==> src/design/mono_error_diffusion_dither_macros.svh <==
// Assertion macros shared by the dither RTL.
`ifndef MONO_ERROR_DIFFUSION_DITHER_MACROS_SVH
`define MONO_ERROR_DIFFUSION_DITHER_MACROS_SVH

`ifndef NO_ASSERTIONS

// Same-cycle implication.
`define MEDE_ASSERT_IMP(label, clk, rstn, ante, cons) \
    label: assert property (@(posedge clk) disable iff (!rstn) (ante) |-> (cons)) \
        else $error("mede: same-cycle check failed");

// Next-cycle implication.
`define MEDE_ASSERT_NEXT(label, clk, rstn, ante, cons) \
    label: assert property (@(posedge clk) disable iff (!rstn) (ante) |=> (cons)) \
        else $error("mede: next-cycle check failed");

`else

`define MEDE_ASSERT_IMP(label, clk, rstn, ante, cons)
`define MEDE_ASSERT_NEXT(label, clk, rstn, ante, cons)

`endif

`endif

==> src/design/mede_pkg.sv <==
// Types and constants of the monochrome error-diffusion ditherer.
package mede_pkg;

    localparam int BRIGHT_W    = 8;
    localparam int ROW_WIDTH_W = 11;
    localparam int BYTE_W      = 8;
    localparam int BIT_IDX_W   = 3;

    // Errors stay within +-43 (row) and +-86 (column), so 8 bits signed suffice.
    localparam int ERR_W  = 8;
    localparam int ACC_W  = 10;
    localparam int MAG_W  = 8;
    localparam int QUO_W  = 7;
    localparam int PROD_W = 16;

    localparam logic signed [ACC_W-1:0] LIGHT_THRESHOLD = 10'sd127;
    localparam logic signed [ACC_W-1:0] FULL_SCALE      = 10'sd255;

    // x/3 == (x*171) >> 9 for 0 <= x < 512
    localparam logic [MAG_W-1:0] DIV3_RECIP = 8'd171;
    localparam int               DIV3_SHIFT = 9;

    localparam logic [BIT_IDX_W-1:0] BYTE_LAST_BIT = 3'd7;

    localparam logic [ROW_WIDTH_W-1:0] ROW_WIDTH_RESET = 11'd1024;

    localparam int APB_ADDR_W = 3;
    localparam int APB_DATA_W = 32;
    localparam logic REG_ROW_WIDTH = 1'b0;

    typedef struct packed {
        logic [BRIGHT_W-1:0] brightness;
        logic                first_row;
    } mede_in_t;

    typedef struct packed {
        logic [BYTE_W-1:0] packed_bits;
        logic              row_end;
    } mede_out_t;

endpackage

==> src/design/mede_quant.sv <==
// Threshold, quantize and divide-by-three error step for one pixel.
module mede_quant (
    input  logic [mede_pkg::BRIGHT_W-1:0]     brightness,
    input  logic signed [mede_pkg::ERR_W-1:0] prev_err,
    input  logic signed [mede_pkg::ERR_W-1:0] stored_err,
    output logic                              dark,
    output logic signed [mede_pkg::ERR_W-1:0] row_err,
    output logic signed [mede_pkg::ERR_W-1:0] col_err
);

    logic signed [mede_pkg::ACC_W-1:0] acc;
    logic signed [mede_pkg::ACC_W-1:0] adj;
    logic signed [mede_pkg::ACC_W-1:0] adj_neg;
    logic                              neg;
    logic [mede_pkg::MAG_W-1:0]        mag;
    logic [mede_pkg::PROD_W-1:0]       prod;
    logic [mede_pkg::QUO_W-1:0]        quo;
    logic signed [mede_pkg::ERR_W-1:0] quo_s;

    always_comb begin
        acc = mede_pkg::ACC_W'(prev_err)
            + $signed({2'b00, brightness})
            + mede_pkg::ACC_W'(stored_err);
        dark = !(acc > mede_pkg::LIGHT_THRESHOLD);
        adj  = dark ? acc : acc - mede_pkg::FULL_SCALE;

        // truncate toward zero: divide the magnitude, then restore the sign
        neg     = adj[mede_pkg::ACC_W-1];
        adj_neg = -adj;
        mag     = neg ? adj_neg[mede_pkg::MAG_W-1:0] : adj[mede_pkg::MAG_W-1:0];
        prod    = mede_pkg::PROD_W'(mag) * mede_pkg::PROD_W'(mede_pkg::DIV3_RECIP);
        quo     = prod[mede_pkg::DIV3_SHIFT +: mede_pkg::QUO_W];
        quo_s   = $signed({1'b0, quo});
        row_err = neg ? -quo_s : quo_s;
        col_err = row_err + prev_err;
    end

endmodule

==> config.mk <==
export PLATFORM = sky130hd
export DESIGN_NAME = mede_quant
export DESIGN_NICKNAME = d
export VERILOG_FILES = /design/src/design/mono_error_diffusion_dither_macros.svh /design/src/design/mede_pkg.sv /design/src/design/mede_quant.sv
export SDC_FILE = /design/constraint.sdc
export NUM_CORES = 1
export LEC_CHECK = 0
export BUFFER_PORTS_ARGS = -buffer_cell sky130_fd_sc_hd__buf_2
export CAP_MARGIN = 30
export CELL_PAD_IN_SITES_DETAIL_PLACEMENT = 2
export CELL_PAD_IN_SITES_GLOBAL_PLACEMENT = 2
export CORE_UTILIZATION = 40
export DETAILED_ROUTE_END_ITERATION = 10
export PLACE_DENSITY = 0.95
export SLEW_MARGIN = 20
export SYNTH_ARGS = -nofsm -noshare
export SYNTH_HDL_FRONTEND = slang
export SYNTH_SLANG_ARGS = --single-unit
==> constraint.sdc <==
create_clock -name vclk -period 13.7
set_input_delay 0.685 -clock vclk [all_inputs]
set_output_delay 0.685 -clock vclk [all_outputs]
set_load 0.02 [all_outputs]
-- Word level (Yosys, flattened, before mapping)
Cells that the tools add are included.
- flip-flop bits (word level): 0
- latch bits: 0
- memory bits (writable): 0
- ROM bits: 0
- input port bits: 24
- output and inout bits: 17
- logic and storage cells: 12
- memories: 0
- $add $sub $neg: 6
- multiply operators: 1
- div/mod/pow operators: 0
- magnitude comparators: 1
- equality and inequality tests: 0
- shift operators: 0
- mux-type cells: 3
- bitwise gates (word level): 0
- reductions and logical operators: 1
- operators with widths (cell ; number):
    $mul A8 B8 Y16 const B ; 1
    $mux W8 ; 2
    $add A10 B8 Y10 ; 1
    $add A8 B9 Y10 ; 1
    $gt A10 B8 Y1 const B ; 1
    $mux W10 ; 1
    $sub A10 B9 Y10 const B ; 1
    $add A8 B8 Y8 ; 1
    $neg A7 Y8 ; 1
    $neg A8 Y8 ; 1
    $logic_not A1 Y1 ; 1

-- Longest topological paths before layout
Gate-level depths: netlist (run 1).
- depth after elaboration: 10
- depth in mapped cells: 43
- depth with buffers taken out: 43

-- Least setup slack after synthesis (run 1)
No wires, ideal clock.
- kind: input -> output
- start: in brightness[1] (netlist name)
- end: out col_err[7] (netlist name)
- arrival time: 9.237 ns
- data required time: 13.015 ns
- setup slack: 3.778 ns
- cell stages on the path: 38
- buffers on the path: 0
- cells stage by stage: inv_1 > fa_1 > inv_1 > ha_1 > fa_1 > a21o_1 > a21oi_2 > o311a_1 > xnor2_4 > nand2_4 > nor2_1 > xor2_1 > nand2_1 > inv_1 > a21oi_1 > xnor2_1 > fa_1 > inv_1 > [... 2 more ...] > inv_1 > ha_1 > a21oi_1 > o21ai_2 > xor2_1 > inv_1 > ha_1 > inv_1 > mux2i_1 > ha_1 > a21o_1 > a21oi_1 > o21bai_1 > a21oi_1 > o21bai_1 > a21oi_1 > xnor2_1 > xnor2_1
- longest elaborated chain between the ends: 10
- elaborated cells on any way between the ends: 11
- classes of those cells: 6 x add/sub; 1 x mul; 1 x order compare; 3 x mux
- RTL lines (item ; RTL line ; source):
    start: declaration ; mede_quant.sv:3 ; input logic [mede_pkg::BRIGHT_W-1:0] brightness,
    $add A8 B9 Y10 * ; mede_quant.sv:22 ; + $signed({2'b00, brightness})
    $add A10 B8 Y10 * ; mede_quant.sv:23 ; + mede_pkg::ACC_W'(stored_err);
    $sub A10 B9 Y10 / $gt A10 B8 Y1 (equally long branches) ; mede_quant.sv:25, mede_quant.sv:24 ;
    $mux W10 * ; mede_quant.sv:25 ; adj = dark ? acc : acc - mede_pkg::FULL_SCALE;
    $neg A8 Y8 ; mede_quant.sv:29 ; adj_neg = -adj;
    $mux W8 ; mede_quant.sv:30 ; mag = neg ? adj_neg[mede_pkg::MAG_W-1:0] : adj[mede_pkg::MAG_W-1:0];
    $mul A8 B8 Y16 ; mede_quant.sv:31 ; prod = mede_pkg::PROD_W'(mag) * mede_pkg::PROD_W'(mede_pkg::DIV3_RECIP);
    $neg A7 Y8 ; mede_quant.sv:34 ; row_err = neg ? -quo_s : quo_s;
    $mux W8 * ; mede_quant.sv:34 ;
    net row_err (one bit) ; mede_quant.sv:7 ; output logic signed [mede_pkg::ERR_W-1:0] row_err,
    $add A8 B8 Y8 * ; mede_quant.sv:35 ; col_err = row_err + prev_err;
    end: declaration ; mede_quant.sv:8 ; output logic signed [mede_pkg::ERR_W-1:0] col_err
The timed path passes the listed nets; every way through them passes the cells marked *.

-- Worst setup path after layout (run 1)
- start: in prev_err[1] (netlist name)
- end: out col_err[7] (netlist name)
- longest elaborated chain between the ends: 10
- elaborated cells on any way between the ends: 11
- classes of those cells: 6 x add/sub; 1 x mul; 1 x order compare; 3 x mux
- RTL lines (item ; RTL line ; source):
    start: declaration ; mede_quant.sv:4 ; input logic signed [mede_pkg::ERR_W-1:0] prev_err,
    $add A8 B9 Y10 ; mede_quant.sv:22 ;
    $add A10 B8 Y10 ; mede_quant.sv:23 ;
    $sub A10 B9 Y10 / $gt A10 B8 Y1 (equally long branches) ; mede_quant.sv:25, mede_quant.sv:24 ;
    $mux W10 ; mede_quant.sv:25 ;
    $neg A8 Y8 ; mede_quant.sv:29 ;
    $mux W8 ; mede_quant.sv:30 ;
    $mul A8 B8 Y16 ; mede_quant.sv:31 ;
    $neg A7 Y8 ; mede_quant.sv:34 ;
    $mux W8 ; mede_quant.sv:34 ;
    $add A8 B8 Y8 * ; mede_quant.sv:35 ;
Every way passes the cells marked *; elsewhere a longest branch is shown, timed or not.

==> impl_results.md, run 1 <==
- Post-Syn Area: 2750 sq um
- Hold Buf Count CTS: 0
- CP peak stage delay: 630 ps
- Minimum clock period: 11310 ps
- DRT iter0 DRCs: 47
- Part of the cycle the worst path needs: 82.5%
- Start point of the critical path: prev_err[1]
- Drt wl/cell: 21.8 um
- Buf/Inv on CP: 7
- Pre-Repair DR Iteration Count: 4
- Routability Congestion: 0.877
- Die area: 7200 sq um
- Crit end category: primary output
- Max Cap Viol: 0
- Worst Hold Class: input port to primary output
- Post-Route WL: 9410 um
- Slowest CP cell: xnor2_1
- Resize count post-CTS: 0
- Multi-input gate area in the final layout: 2490 sq um
- Fin. Hold Viols: 0
- Seq_cells: 0
- All-layer global routing usage: 27.4%
- Final Non-Filler Cells: 431
- Die width: 84.9 um
- # fillers: 743
- Vias in the first global route: 2939
- PortBufs: 41
- Final max-slew violation count: 0
- Worst-Margin Slew: 719 ps
- Register area: 0 sq um
- Layout Nets: 459
- Mapped Cells: 319
- Number of antenna diodes: 0
- Drt via density: 5.70
- CP startpoint kind: input port
- P&R area growth vs syn: 9.98%
- Vias post-DR: 2455
- Final ANT Viol Nets: 0
- Synth warnings: 0
- Hpwl dp: 8630 um
- Height of the die: 84.9 um
- # DRC: 0
- CORE AREA: 6490 sq um
- Starting utilization of the core area: 42.3%
- Crit. path cell count: 43
- Final setup margin: 2390 ps
- GRT overflow: 0
- First-pass GRT wire length: 15400 um
- Final setup vio count: 0
- Crit-path max FO: 14
- Highest Clock Rate: 88.4 MHz
- Crit path capture: col_err[7]
- # Post-CTS Setup Buffers: 0
- Setup_tns: 0 ps
- Fraction of layout cells with a size suffix above 1: 17.8%
- Placement row count: 29
- Data arrival, critical path: 10620 ps
- Sequential element share of the synthesized area: 0%
- DP Worst Slack: 2430 ps
- Placed insts: 431
- Critical Path RT: 13020 ps
- CP top delay family: compound AO/OA/AOI/OAI gates
- Syn nets: 422
- Status: finished, final reports clean
- Post-synth cell types: 61
- Initial antenna violation count: 0
- CLK BUF: 0
- Num ports: 41
- Critical path class: input port to primary output
- Slew HR: 51.7%
- Mean Syn Cell Area: 8.61 sq um
- Largest net degree at the start of global routing: 15
- RSZ-0062 raised after global routing: false
## synth_stat cells, types with 3 or more instances
cell / instances / area [sq um]
xor2_1: 14 / 123
nand3b_1: 3 / 22.5
a21oi_1: 15 / 75.1
fa_1: 23 / 460
inv_1: 60 / 225
a21o_1: 6 / 45.0
clkbuf_1: 4 / 15.0
nor2_1: 21 / 78.8
ha_1: 56 / 701
o21bai_1: 4 / 30.0
nor3_1: 3 / 15.0
nand3_1: 6 / 30.0
xnor2_1: 30 / 263
nand2_1: 10 / 37.5
o21ai_0: 5 / 25.0
mux2i_1: 4 / 40.0
and3_1: 3 / 18.8
## through the flow
stage	instance area, sq um	util [%]	hold slack [ps]
after floorplan	2750	-	1580
after detailed placement	3020	46.5	1820
final	3020	46.5	1820
after CTS	3020	46.5	1820
after global routing	3020	46.5	1840
after global placement	3020	46.5	1800
## placed cells by master (no fill, tap or decap), types with 3 or more instances in the layout
master,count
xnor2_1,30
fa_1,23
buf_2,41
nor2_1,21
o21bai_1,4
nor3_1,3
o21ai_0,5
and3_1,3
nand2_1,10
mux2i_1,4
inv_1,60
ha_1,56
xor2_1,14
a21oi_1,15
nand3_1,6
a21o_1,6
nand3b_1,3
## how the worst min path moves through the flow
stage                      startpoint    endpoint  slack [ps]  cells after the start
final                     prev_err[0]  col_err[0]        1820                      3
after global routing      prev_err[0]  col_err[0]        1840                      3
after CTS                 prev_err[0]  col_err[0]        1820                      3
after detailed placement  prev_err[0]  col_err[0]        1820                      3
after global placement    prev_err[0]  col_err[0]        1800                      3
after floorplan           prev_err[0]  col_err[0]        1580                      1
## cells by family after synthesis
logic type | count (synthesis) | share of synthesized area (%)
and+or+nand+nor | 61 | 11.4
muxes | 6 | 2.41
buffers and inverters | 66 | 9.20
AOI/OAI and AO/OA | 60 | 18.5
xor gates and xnor gates | 47 | 16.2
adders and majority gates | 79 | 42.3
## area by class of cell
class	instances	area share (%)
inverters	60	7.46
well taps	77	3.19
repair buffers	41	6.79
multi-input cells	253	82.6
## tightest hold or removal path, stage by stage
cell	delay, ps
buf_2	130
ha_1	150
buf_2	160
## per-layer routing
layer | GRT usage [%] | part of all wire (%) | up-vias
met1 | 30.8 | 40 | 1228
met4 | 9.24 | 3.7 | 0
met3 | 2.43 | 2.8 | 22
li1 | - | - | 1147
met2 | 53.9 | 54 | 58
met5 | 0 | 0 | -
Power of run 1 is left out: the tool's default activity adds up to more than one toggle a clock period on the data nets, which glitch-free logic cannot reach.
==> run 2, diff against run 1 <==
--- a/config.mk
+++ b/config.mk
@@ -5,13 +5,14 @@
 export SDC_FILE = /design/constraint.sdc
 export NUM_CORES = 1
 export LEC_CHECK = 0
+export ABC_AREA = 1
 export BUFFER_PORTS_ARGS = -buffer_cell sky130_fd_sc_hd__buf_2
 export CAP_MARGIN = 30
 export CELL_PAD_IN_SITES_DETAIL_PLACEMENT = 2
 export CELL_PAD_IN_SITES_GLOBAL_PLACEMENT = 2
-export CORE_UTILIZATION = 40
+export CORE_UTILIZATION = 35
 export DETAILED_ROUTE_END_ITERATION = 10
-export PLACE_DENSITY = 0.95
+export PLACE_DENSITY = 0.9
 export SLEW_MARGIN = 20
 export SYNTH_ARGS = -nofsm -noshare
 export SYNTH_HDL_FRONTEND = slang
==> constraint.sdc (replaced) <==
create_clock -name vclk -period 11.3
set_input_delay 0.565 -clock vclk [all_inputs]
set_output_delay 0.565 -clock vclk [all_outputs]
set_load 0.02 [all_outputs]
==> run 2 against run 1 <==
Net effect: wire length grew 14%; hold slack lost 250 ps; sequential cell count is the same; synthesized area grew 9.1%; die area grew 24%; critical endpoint unchanged.
==> impl_results.md, run 2 <==
- Status: finished, final reports clean
- Worst-Margin Slew: 554 ps (-165 ps)
- Number of antenna diodes: 0 (unchanged)
- Vias in the first global route: 3415 (+16%)
- GRT overflow: 0 (unchanged)
- Most common cell in the netlist: inv_1
- Max Cap Viol: 0 (unchanged)
- CP startpoint kind: input port
- Final max-slew violation count: 0 (unchanged)
- Fraction of layout cells with a size suffix above 1: 22.5% (+4.7 points)
- CLK BUF: 0 (unchanged)
- CP most frequent cell: nand2_1
- Start point of the critical path: prev_err[1]
- Seq_cells: 0 (unchanged)
- Hold Path Depth: 3 (unchanged)
- Synth cell count leaders: inv_1, nand2_1, ha_1
- Resize count post-CTS: 0 (unchanged)
- Placed insts: 567 (+32%)
- Drt via density: 5.15 (-9.6%)
- Yosys top cell by area: ha_1
- Final Non-Filler Cells: 567 (+32%)
- Die area: 8940 sq um (+24%)
- Crit end category: primary output
- DRT iter0 DRCs: 71 (+51%)
- Num ports: 41 (unchanged)
- Mean Syn Cell Area: 7.10 sq um (-18%)
- Crit-path max FO: 7 (-7)
- Critical Path RT: 10740 ps (-2280 ps)
- Height of the die: 94.5 um (+11%)
- Routability Congestion: 0.833 (-5.1%)
- Vias post-DR: 2919 (+19%)
- CORE AREA: 8260 sq um (+27%)
- Layout Nets: 567 (+24%)
- Initial antenna violation count: 0 (unchanged)
- RSZ-0062 raised after global routing: false
- Worst Hold Class: input port to primary output
- Minimum clock period: 9900 ps
- Worst hold path startpoint: prev_err[0]
- Post-synth top area share: 23.4% (-2.1 points)
- # DRC: 0 (unchanged)
- Placement row count: 33 (+14%)
- Syn nets: 525 (+24%)
- Data arrival, critical path: 9340 ps (-1280 ps)
- Sequential element share of the synthesized area: 0% (unchanged)
- Starting utilization of the core area: 36.3% (-6.0 points)
- Drt wl/cell: 18.9 um (-13%)
- Final ANT Viol Nets: 0 (unchanged)
- Post-synth cell types: 34 (-44%)
- Post-Route WL: 10700 um (+14%)
- Hold Buf Count CTS: 0 (unchanged)
- Mapped Cells: 422 (+32%)
- Hpwl dp: 10100 um (+17%)
- CP peak stage delay: 580 ps (-50 ps)
- Die width: 94.5 um (+11%)
- Synth warnings: 0 (unchanged)
- Pre-Repair DR Iteration Count: 4 (unchanged)
- Critical path class: input port to primary output
- P&R area growth vs syn: 10.8%
- Highest Clock Rate: 101 MHz
- Setup_tns: 0 ps (unchanged)
- PortBufs: 41 (unchanged)
- First-pass GRT wire length: 17700 um (+15%)
- Part of the cycle the worst path needs: 87.6%
- Largest net degree at the start of global routing: 17 (+2)
- Fin. Hold Viols: 0 (unchanged)
- Most frequent cells in the layout: inv_1, nand2_1, ha_1, buf_2, nor2_1
- Slowest CP cell: fa_1
- Commonest non-fill, non-tap cell in the layout: inv_1
- Register area: 0 sq um (unchanged)
- # Post-CTS Setup Buffers: 0 (unchanged)
- Final setup vio count: 0 (unchanged)
- Slew HR: 62.7% (+11 points)
- Top cells by area, synth: ha_1, fa_1, inv_1
- All-layer global routing usage: 26.0% (-1.4 points)
- Post-Syn Area: 3000 sq um (+9.1%)
run 2: changes by cell type after synthesis, sizes merged, moves of 4 or more:
cell,before,now
a21o,7,1
inv,60,97
mux2i,4,0
nand2,12,106
nand3,6,31
nor2,21,33
o21ai,7,11
xnor2,32,1
xor2,15,23
run 2: per-layer routing:
layer	part of all wire (%)	track usage (%)	vias to the layer above	wire (um)
met1	40	29.3	1438	4330
met2	54	51.1	62	5790
li1	-	-	1399	-
met4	3.2	7.83	0	344
met3	2.5	2.17	20	269
met5	0	0	-	0
run 2: final timing paths:
check | to | slack, ps
worst max-delay path | col_err[7] | 1400
worst min-delay path | col_err[0] | 1560
run 2: worst max-delay path: cells and delay by family:
family | cells | cell delay (ps)
AO/OA/AOI/OAI | 6 | 1110
XOR/XNOR | 3 | 780
adder cells (fa/ha/maj) | 9 | 3630
buffers and inverters | 10 | 880
AND/OR/NAND/NOR | 22 | 2350
run 2: cell families after synthesis:
group	count (synthesis)	share of synthesized area [%]
simple gates	186	33.9
xor+xnor	24	8.02
fa+ha+maj	79	38.7
compound gates	35	6.72
buf+inv	98	12.6
run 2: stage by stage:
stage,hold WS (ps),instance area (sq um),setup slack (ps),util [%]
after floorplan,1340,3000,2650,-
after detailed placement,1580,3320,1470,40.2
final,1560,3320,1400,40.2
after CTS,1570,3320,1430,40.2
after global routing,1600,3320,776,40.2
after global placement,1570,3320,2220,40.2
run 2: area by class of cell:
type | instances | area, sq um
repair buffers | 41 | 205
inverters | 97 | 364
multi-input cells | 324 | 2620
fillers | 1017 | 4940
well taps | 105 | 131
Power of run 2 is left out for the same reason.
